<file path="src/nosc_pkg.sv">
// shared types, constants and helper functions for the natural-order compare
// no dependencies; imported by every module of the block
package nosc_pkg;

  localparam int MAX_LEN = 256;
  localparam int LEN_W   = $clog2(MAX_LEN + 1);
  localparam int ADDR_W  = $clog2(MAX_LEN);
  localparam int VAL_W   = 64;

  typedef logic [7:0]        char_t;
  typedef logic [LEN_W-1:0]  len_t;
  typedef logic [VAL_W-1:0]  val_t;
  typedef logic signed [1:0] order_t;

  localparam order_t ORD_LT = 2'sb11;
  localparam order_t ORD_EQ = 2'sb00;
  localparam order_t ORD_GT = 2'sb01;

  localparam char_t CH_NUL  = 8'h00;
  localparam char_t CH_ZERO = 8'h30;
  localparam char_t CH_NINE = 8'h39;
  localparam char_t CH_UA   = 8'h41;
  localparam char_t CH_UZ   = 8'h5a;
  localparam char_t CH_LA   = 8'h61;
  localparam char_t CH_LZ   = 8'h7a;
  localparam char_t CASE_OFS = 8'h20;

  // controller to datapath
  typedef struct packed {
    logic start;   // reset walk pointers
    logic load;    // request accepted
    logic read;    // read both buffers at the walk pointers
    logic eval;    // evaluate the character pair
    logic numcmp;  // compare finished digit runs
    logic emit;    // move result to the output register, clear the pair
  } cmd_t;

  // datapath to controller
  typedef struct packed {
    logic both_done;
    logic known;      // eval settled the order
    logic runs_end;   // both digit runs ended in eval
    logic num_known;  // numeric compare settled the order
  } status_t;

  function automatic logic is_digit(input char_t c);
    return (c >= CH_ZERO) && (c <= CH_NINE);
  endfunction

  function automatic logic is_upper(input char_t c);
    return (c >= CH_UA) && (c <= CH_UZ);
  endfunction

  function automatic logic is_alnum(input char_t c);
    return is_digit(c) || is_upper(c) || ((c >= CH_LA) && (c <= CH_LZ));
  endfunction

  function automatic char_t to_lower(input char_t c);
    return is_upper(c) ? char_t'(c + CASE_OFS) : c;
  endfunction

  // v * 10 + d, saturating at all ones
  function automatic val_t dec_mac(input val_t v, input logic [3:0] d);
    logic [VAL_W+3:0] t;
    t = {1'b0, v, 3'b000} + {3'b000, v, 1'b0} + {{VAL_W{1'b0}}, d};
    return (t[VAL_W+3:VAL_W] != 4'd0) ? {VAL_W{1'b1}} : t[VAL_W-1:0];
  endfunction

endpackage

</file>
<file path="src/nosc_ctrl.sv">
// controller state machine for the natural-order compare
// depends on nosc_pkg; drives commands into nosc_dp and the handshake flags
module nosc_ctrl (
  input  logic              clk,
  input  logic              rst_n,
  input  logic              in_valid,
  output logic              in_stall,
  output logic              out_valid,
  input  logic              out_stall,
  input  nosc_pkg::status_t st,
  output nosc_pkg::cmd_t    cmd
);
  import nosc_pkg::*;

  typedef enum logic [4:0] {
    S_LOAD = 5'b00001,
    S_RD   = 5'b00010,
    S_EV   = 5'b00100,
    S_NC   = 5'b01000,
    S_FIN  = 5'b10000
  } state_t;

  state_t state_r, state_nxt;
  logic   out_valid_r, out_valid_nxt;
  logic   slot_free;

  assign slot_free = !out_valid_r || !out_stall;
  assign in_stall  = (state_r != S_LOAD) || st.both_done;
  assign out_valid = out_valid_r;

  always_comb begin
    state_nxt  = state_r;
    cmd        = '0;
    case (state_r)
      S_LOAD: begin
        cmd.load = in_valid && !in_stall;
        if (st.both_done) begin
          cmd.start = 1'b1;
          state_nxt = S_RD;
        end
      end
      S_RD: begin
        cmd.read  = 1'b1;
        state_nxt = S_EV;
      end
      S_EV: begin
        cmd.eval = 1'b1;
        if (st.known) state_nxt = S_FIN;
        else if (st.runs_end) state_nxt = S_NC;
        else state_nxt = S_RD;
      end
      S_NC: begin
        cmd.numcmp = 1'b1;
        state_nxt  = st.num_known ? S_FIN : S_RD;
      end
      S_FIN: begin
        if (slot_free) begin
          cmd.emit  = 1'b1;
          state_nxt = S_LOAD;
        end
      end
      default: state_nxt = S_LOAD;
    endcase
  end

  assign out_valid_nxt = cmd.emit ? 1'b1 : (out_valid_r && out_stall);

  always_ff @(posedge clk) begin
    if (!rst_n) begin
      state_r     <= S_LOAD;
      out_valid_r <= 1'b0;
    end else begin
      state_r     <= state_nxt;
      out_valid_r <= out_valid_nxt;
    end
  end

endmodule

</file>
<file path="config.mk">
export PLATFORM = sky130hd
export DESIGN_NAME = nosc_ctrl
export DESIGN_NICKNAME = d
export VERILOG_FILES = /design/src/nosc_pkg.sv /design/src/nosc_ctrl.sv
export SDC_FILE = /design/constraint.sdc
export NUM_CORES = 1
export LEC_CHECK = 0
export BUFFER_PORTS_ARGS = -buffer_cell sky130_fd_sc_hd__buf_2
export CAP_MARGIN = 10
export CORE_AREA = 2 2 39 41
export CTS_CLUSTER_SIZE = 16
export DETAILED_ROUTE_END_ITERATION = 8
export DIE_AREA = 0 0 41 43
export PLACE_DENSITY = 0.63
export SETUP_SLACK_MARGIN = 0.5
export SYNTH_ARGS = -nofsm -noshare
export SYNTH_HDL_FRONTEND = slang
export SYNTH_SLANG_ARGS = --single-unit
</file>
<file path="constraint.sdc">
create_clock -name clk -period 3.1 [get_ports clk]
set_input_delay 0.155 -clock clk [delete_from_list [all_inputs] [get_ports clk]]
set_output_delay 0.155 -clock clk [all_outputs]
set_load 0.01 [all_outputs]
</file>
### Word level (Yosys, flattened, before mapping)

Cells that the tools add are included.

* reduce and logical (&&, ||, !) cells: 8
* eq/ne operators: 8
* mux-type cells: 14

Operators with widths (number)
* 5-bit case mux with 5 select lines: 1
* 5-bit 2-to-1 mux: 4
* 1-bit 2-to-1 mux: 7
* 5-bit by 1-bit == test with 1-bit output (second input constant): 1
* 5-bit by 2-bit == test with 1-bit output (second input constant): 1
* 5-bit by 3-bit == test with 1-bit output (second input constant): 1
* 5-bit by 4-bit == test with 1-bit output (second input constant): 1
* 5-bit == test (second input constant): 1
* 5-bit by 1-bit inequality test with 1-bit output (second input constant): 1
* 4-bit 2-to-1 mux: 1
* 2-bit inequality test (second input constant): 2
* 1-bit zero test: 3
* 1-bit logical AND: 2
* 1-bit logical OR: 2
* 2-bit 2-to-1 mux: 1
* 2-bit AND reduction: 1

* logic and storage cells: 32
* output and inout port bits: 8
* register bits after elaboration: 6

### Longest topological paths before layout

Gate-level depths: netlist (run 1).

* depth after elaboration: 5
* depth in mapped cells: 4
* depth with buffers taken out: 3

### Least setup slack after synthesis (run 1)

OpenSTA, ideal clock, no wires.

* path kind: register to register
* start: reg state_r[0]
* end: reg state_r[0]
* slack: 1819 ps
* cell stages (with the launch flop): 5
* path buffers: 1
* arrival time: 1159 ps
* clock period less this slack: 1281 ps
* cells stage by stage: dfxtp_1 > buf_6 > nor4_4 > nand3_2 > a221o_1

* cells in the longest elaborated chain, start to end: 3
* elaborated cells between the ends (all ways): 9
* classes of those cells: eq/ne: 7; mux: 1; reduce/logical: 1

Ends and longest elaborated chain
* start, declared: RTL line nosc_ctrl.sv:23 `state_t state_r, state_nxt;`
* start signal, assigned: RTL line nosc_ctrl.sv:73 `state_r <= state_nxt;`
* 5-bit == test or 5-bit by 1-bit == test with 1-bit output (tied branches): RTL line nosc_ctrl.sv:34 `case (state_r)`
* 2-bit inequality test (no line)
* 2-bit AND reduction (no line)

Parallel ways exist; a longest one is shown, timed or not.
A chain may end at the register's enable or synchronous reset.

==> results of run 1 <==
worst register-to-register path: cells and delay by family, from the launching register on:
family             cells  cell delay (ps)
and+or+nand+nor        1              350
AOI/OAI and AO/OA      2              460
DFF                    1              510
layer usage:
layer	share of wire, %	wire length (um)	GRT usage [%]
met4	0.70	7	2.000
met5	0	0	0
met2	48	482	20.63
met1	44	444	17.04
met3	6.5	65	6.283
layout by cell type, fill, tap and decap left out:
cell and instances:
sky130_fd_sc_hd__nand2_1 2, sky130_fd_sc_hd__a221oi_1 1, sky130_fd_sc_hd__nor3_2 1, sky130_fd_sc_hd__nor3_1 1
sky130_fd_sc_hd__nand3_2 1, sky130_fd_sc_hd__and4_1 1, sky130_fd_sc_hd__nand3_1 2, sky130_fd_sc_hd__and2_1 2
sky130_fd_sc_hd__inv_1 3, sky130_fd_sc_hd__a22oi_1 1, sky130_fd_sc_hd__nand3b_1 1, sky130_fd_sc_hd__clkbuf_4 3
sky130_fd_sc_hd__nor4bb_1 2, sky130_fd_sc_hd__o211ai_1 1, sky130_fd_sc_hd__and3_1 2, sky130_fd_sc_hd__a31oi_1 2
sky130_fd_sc_hd__nand4b_1 2, sky130_fd_sc_hd__a21oi_1 2, sky130_fd_sc_hd__nor2_1 4, sky130_fd_sc_hd__a221o_1 1
sky130_fd_sc_hd__nor4b_1 1, sky130_fd_sc_hd__xor2_1 1, sky130_fd_sc_hd__dfxtp_1 6, sky130_fd_sc_hd__buf_2 15
sky130_fd_sc_hd__nor4_4 1, sky130_fd_sc_hd__nor3b_1 2, sky130_fd_sc_hd__and2b_2 1, sky130_fd_sc_hd__nor3b_2 1
worst min path at each step:
stage	start	end	slack, ps
after floorplan	st[1]	state_r[3]	290
after global placement	out_stall	out_valid	420
after detailed placement	st[1]	state_r[3]	420
after CTS	st[1]	state_r[3]	170
after global routing	out_stall	out_valid	180
final	st[1]	state_r[3]	170
power by group through the flow:
stage / Clock (mW) / Combinational, mW / Sequential (mW)
6_report: 0.0733 / 0.0349 / 0.0862
5_1_grt: 0.0788 / 0.0391 / 0.0868
4_1_cts: 0.0744 / 0.0351 / 0.0860
3_5_place_dp: 0 / 0.0349 / 0.0872
3_3_place_gp: 0 / 0.0344 / 0.0875
2_1_floorplan: 0 / 0.0264 / 0.0844
sequential cells by signal (all words and copies together), names as in the netlist:
signal,flops
out_valid,1
state_r,5
through the flow:
step | utilization [%] | instances | worst slack, ps
finish | 37.34 | 79 | 1533
global route | 37.34 | 79 | 1412
CTS | 37.34 | 79 | 1529
detailed placement | 35.71 | 76 | 1693
global placement | 35.71 | 76 | 1696
floorplan | - | 46 | 1819
cell families (layout without fill, tap and decap cells):
group / count (synthesis) / count (layout) / synth area share, %
AND/OR/NAND/NOR: 27 / 27 / 49.39
XOR/XNOR: 1 / 1 / 2.135
flip-flops: 6 / 6 / 29.27
AO/OA/AOI/OAI: 8 / 8 / 13.72
buffers and inverters: 4 / 21 / 5.487
area by class of cell:
| cell class | instances | area (sq um) | share of cell area (%) |
|---|---|---|---|
| multi-input cells | 36 | 267.8 | 51.82 |
| flip-flops and latches | 6 | 120.1 | 23.24 |
| repair buffers | 15 | 75.07 | 14.53 |
| clock buffers | 3 | 22.52 | 4.358 |
| well taps | 16 | 20.02 | 3.874 |
| inverters | 3 | 11.26 | 2.179 |
==> impl_metrics.yaml, run 1 <==
power:
  finalPower_mw: 0.1944
  clkPwrFrac_pct: 37.7
  power_report.internal_total_mw: 0.1413
  power.density_nw_per_um2: 376.3
  seqPwrFrac_pct: 44.3
  vdd_ir_drop_max_v: 0.0001714
  power.share.switching_pct: 27.31
  p_comb_share_pct: 18.0
  switchingPower_mw: 0.05310
  total_leakage_power_nw: 0.2238
logic_synthesis:
  mappedNetlistNets: 54
  yosys.area.top_type: "sky130_fd_sc_hd__dfxtp_1"
  postSynth.asyncResetShare_pct: 0
  synth-edff-count: 0
  synth_area_leaders: "sky130_fd_sc_hd__dfxtp_1 (29%), sky130_fd_sc_hd__nor4_4 (5.2%), sky130_fd_sc_hd__nor4bb_1 (4.9%), sky130_fd_sc_hd__nand4b_1 (4.3%), sky130_fd_sc_hd__nor2_1 (3.7%)"
  synthMostInstantiatedCell: "sky130_fd_sc_hd__dfxtp_1"
  synth.cells.most_frequent: "sky130_fd_sc_hd__dfxtp_1 (6), sky130_fd_sc_hd__nor2_1 (4), sky130_fd_sc_hd__inv_1 (3)"
  netlist_instances: 46
  synth_flop_cell: "sky130_fd_sc_hd__dfxtp_1"
  ys_seq_area_share_pct: 29.27
  yosys_reg_bits: 6
  synth_cell_types: 27
  share_of_the_synthesized_area_in_the_top_cell_type_pct: 29.27
  post_synth_instance_area_sq_um: 410.4
  post_synth.cell_area_avg_sq_um: 8.922
  number_of_warnings_printed_during_yosys_synthesis: 0
sta:
  number_of_hold_violations_in_the_final_report: 0
  relSlewSlack_pct: 74.41
  timing.fmax_mhz: 638.0
  timing_worst_slew_pin_value_ps: 378.5
  rsz0062_at_grt: "no"
  fin_crit_sh_pct: 50.56
  setup_tns_final_ps: 0
  final-max-slew-violation-count: 0
  layout_min_cycle_time_ps: 1567
  final.hold.worst_slack_ps: 169.1
  fin_worst_skew_ps: 2.557
  setup_viol: 0
detailed_routing:
  final_wl_um: 1000
  final_antenna_net_count: 0
  dr_vias: 410
  drt-vias-per-instance: 5.190
  drt_first_pass_iters: 2
  detailedRoute.firstIterationViolations: 4
  drcViolationCount: 0
  wl_per_cell_um: 12.66
setup_path:
  cp-start-kind: "flop"
  worst-path-stages: 4
  critPathCaptureType: "primary output"
  arrival_time_worst_endpoint_ps: 1410
  cpLargestDelayFamily: "simple AND/OR/NAND/NOR gates"
  critPathCapture: "cmd[4]"
  cp_cell_sequence: "nor3_2, nand3b_1, nor2_1, buf_2"
  path_max_fanout: 7
  r2r_start: "state_r[0]"
  worst_r2r_path_cells: 3
  critical_path.startpoint: "state_r[4]"
  rrSetupSlack_ps: 1670
  worst_ep_required_time_ps: 2940
  criticalPathCategory: "flop to primary output"
  destination_of_the_worst_register_to_register_timing_path: "state_r[0]"
  worst_path_max_delay_cell: "sky130_fd_sc_hd__dfxtp_1"
  critPathBufInv: 1
  slowest_delay_ps: 390
cts:
  cts_buffer_depth: 2
  clkLatencyLatePin_ps: 250
  cts_max_level: 1
  clkSlewWorstSetupHoldPaths_ps: 40
  cts_sinks: 6
  cts_root_buf: "sky130_fd_sc_hd__clkbuf_4"
  tritoncts_clock_tree: "built"
  post_cts_setup_repair_buffer_count: 0
  cts_buffer_count: 3
  postCtsResizedCells: 0
  cts-hold-fix-buffers: 0
floorplanning:
  row_count: 14
  dieWidth_um: 41
  floorplan.initialDensity_pct: 29.66
  die_area_sq_um: 1763
  io_pins: 16
  core_ar_sq_um: 1384
  die_h_um: 43
placed_design:
  detailed_place.area_sq_um: 494.2
  place_congestion: 0.7252
  hpwl_um: 756.1
  portBuffers: 15
final_layout:
  num-fill-cells: 166
  area.growth.synth_to_final_pct: 25.91
  finalNetCount: 73
  post_route_cells_drive_above_1_share_pct: 36.51
  antenna_cells: 0
  layout.cell_area.non_filler_sq_um: 516.7
grt:
  maximum_number_of_pins_on_one_net_before_global_route_repair: 10
  track_usage_pct: 13.45
  grt_antenna_before_repair: 0
  grt.overflow.total: 0
  grt_pass1_wl_um: 1649
  first_global_vias: 390
min_path:
  hold_path.class: "input port to flop"
  hold-path-cell-count: 3
outcome:
  run_status: "completed"
run:
  drv_cap: 0
No activity file was read; power rests on OpenSTA's default activity.
==> run 2: changes to the inputs <==
--- a/config.mk
+++ b/config.mk
@@ -11,7 +11,7 @@
 export CTS_CLUSTER_SIZE = 16
 export DETAILED_ROUTE_END_ITERATION = 8
 export DIE_AREA = 0 0 41 43
-export PLACE_DENSITY = 0.63
+export PLACE_DENSITY = 0.65
 export SETUP_SLACK_MARGIN = 0.5
 export SYNTH_ARGS = -nofsm -noshare
 export SYNTH_HDL_FRONTEND = slang
==> constraint.sdc (replaced) <==
create_clock -name clk -period 1.3 [get_ports clk]
set_input_delay 0.065 -clock clk [delete_from_list [all_inputs] [get_ports clk]]
set_output_delay 0.065 -clock clk [all_outputs]
set_load 0.01 [all_outputs]
==> run 2 against run 1 <==
The flow now finishes with violations (setup timing). First-iteration DRC count increased to 4.0 times the previous value. Routed wire length up 42%. Register-to-register slack lost 1700 ps. Die area unchanged. Power grew to 2.9 times the previous value. Design area up 51%. Sequential cell count did not move. Clock skew rose by 13 ps. Setup slack got worse by 1600 ps. Worst hold slack worse by 120 ps. Largest power group unchanged.
==> impl_metrics.yaml, run 2 (same netlist as run 1, synthesis figures left out) <==
outcome:
  run_status: "finished with violations"
  violations: "setup timing"
cts:
  cts_buffer_count: 3
  cts_root_buf: "sky130_fd_sc_hd__clkbuf_4"
  cts_max_level: 1
  tritoncts_clock_tree: "built"
  cts_buffer_depth: 2
  cts-hold-fix-buffers: 0
  cts_sinks: 6
  clkLatencyLatePin_ps: 260
  clkSlewWorstSetupHoldPaths_ps: 60
placed_design:
  portBuffers: 15
  dp_cells: 83
  hpwl_um: 879.8
  place_ws_ps: -4.738
  place_congestion: 0.7963
floorplanning:
  die_area_sq_um: 1763
  io_pins: 16
  die_h_um: 43
  dieWidth_um: 41
  row_count: 14
  core_ar_sq_um: 1384
  floorplan.initialDensity_pct: 29.66
final_layout:
  layout_common_cells: "sky130_fd_sc_hd__buf_2 (13), sky130_fd_sc_hd__buf_4 (11), sky130_fd_sc_hd__buf_6 (7), sky130_fd_sc_hd__dfxtp_4 (5)"
  area.growth.synth_to_final_pct: 90.24
  post_route_cells_drive_above_1_share_pct: 71.25
  mostFrequentLayoutCell: "sky130_fd_sc_hd__buf_2"
  antenna_cells: 0
  layout.cells.non_filler: 96
  register_name_with_the_most_flops: "state_r"
  postLayoutCoreUtil_pct: 56.42
  finalNetCount: 89
  max_ffs_per_register: 5
min_path:
  hold_path.class: "input port to flop"
sta:
  final-max-slew-violation-count: 0
  layout_min_cycle_time_ps: 1372
  relSlewSlack_pct: 82.00
  fin_worst_skew_ps: 15.73
  timing_worst_slew_pin_value_ps: 270.0
  fin_crit_sh_pct: 105.6
  timing.fmax_mhz: 728.7
  rsz0062_at_grt: "yes"
  fin_ws_ps: -72.27
  setup_viol: 6
  number_of_hold_violations_in_the_final_report: 0
grt:
  maximum_number_of_pins_on_one_net_before_global_route_repair: 8
  grt_antenna_before_repair: 0
  track_usage_pct: 18.73
  first_global_vias: 478
  grt_pass1_wl_um: 2139
  grt.overflow.total: 0
setup_path:
  worst_ep_required_time_ps: 1450
  criticalPathCategory: "flop to flop"
  arrival_time_worst_endpoint_ps: 1520
  cp_cell_sequence: "nor4_4, buf_4, nand3_4, a221o_1"
  worst_r2r_path_cells: 4
  cp-start-kind: "flop"
  critPathBufInv: 1
  destination_of_the_worst_register_to_register_timing_path: "state_r[0]"
  cpLargestDelayFamily: "flip-flops"
  path_max_fanout: 7
  critical_path.startpoint: "state_r[3]"
  critPathCaptureType: "flop"
  worst-path-stages: 4
  rrSetupSlack_ps: -70
  r2r_start: "state_r[3]"
  worst_path_max_delay_cell: "sky130_fd_sc_hd__dfxtp_4"
  slowest_delay_ps: 380
  critPathCapture: "state_r[0]"
power:
  seqPwrFrac_pct: 36.8
  p_comb_share_pct: 26.9
  clkPwrFrac_pct: 36.3
  total_leakage_power_nw: 0.3275
  power.density_nw_per_um2: 711.9
  vdd_ir_drop_max_v: 0.0005411
  power.share.switching_pct: 29.94
  power_report.internal_total_mw: 0.3894
  switchingPower_mw: 0.1664
detailed_routing:
  final_wl_um: 1422
  dr_vias: 517
  detailedRoute.firstIterationViolations: 16
  drcViolationCount: 0
  drt_first_pass_iters: 4
  drt-vias-per-instance: 5.385
  wl_per_cell_um: 14.81
  final_antenna_net_count: 0
run:
  drv_cap: 0
==> run 2: cell types whose count changed in the layout (fill, tap and decap cells not counted), sizes merged <==
cell / delta
buf: +16
clkbuf: +1
==> run 2: stage by stage <==
step                      total power, mW  setup TNS (ps)  cell area (sq um)  hold WS, ps
after floorplan                    0.2733               0              471.7        193.3
after CTS                          0.5452          -108.3              747.0        47.92
after global routing               0.5897          -772.2              780.7        58.52
final                              0.5558          -195.1              780.7        47.85
after detailed placement           0.3215          -4.738              608.1        317.8
after global placement             0.3202               0              608.1        315.0
==> run 2: worst register-to-register path, stage by stage, from the launching register on <==
cell	delay, ps
sky130_fd_sc_hd__dfxtp_4	380
sky130_fd_sc_hd__nor4_4	320
sky130_fd_sc_hd__buf_4	180
sky130_fd_sc_hd__nand3_4	70
sky130_fd_sc_hd__a221o_1	320
==> run 2: layout make-up <==
type,count,area [sq um]
multi-input cells,36,356.6
clock buffers,4,26.28
flip-flops and latches,6,140.1
well taps,16,20.02
repair buffers,31,226.5
inverters,3,11.26
fillers,126,603.1
==> run 2: worst min-delay path by stage <==
stage	depth (start not counted)	slack, ps	to	startpoint
4_1_cts	3	50	state_r[3]	st[1]
5_1_grt	3	60	state_r[3]	st[1]
3_3_place_gp	3	310	state_r[3]	st[1]
6_report	3	50	state_r[3]	st[1]
3_5_place_dp	3	320	state_r[3]	st[1]
2_1_floorplan	2	190	state_r[3]	st[1]
==> run 2: repair_timing <==
action | CTS | global route
pin swaps | 7 | 4
gates resized for setup | 12 | 7
setup endpoints to repair | 13 | 14
buffers inserted | 8 | 1
==> run 2: routing by layer <==
layer | GRT usage, % | part of all wire [%] | up-vias
li1 | - | - | 248
met1 | 22.40 | 41 | 237
met2 | 29.06 | 50 | 28
met3 | 4.712 | 5.6 | 4
met4 | 10.00 | 2.4 | 0
met5 | 0 | 0 | -
==> run 2: power by group through the flow <==
| stage | sequential [mW] | combinational [mW] | clock, mW |
|---|---|---|---|
| 6_report | 0.205 | 0.149 | 0.202 |
| 5_1_grt | 0.206 | 0.159 | 0.225 |
| 4_1_cts | 0.203 | 0.143 | 0.199 |
| 3_5_place_dp | 0.207 | 0.115 | 0 |
| 3_3_place_gp | 0.206 | 0.115 | 0 |
| 2_1_floorplan | 0.200 | 0.0729 | 0 |
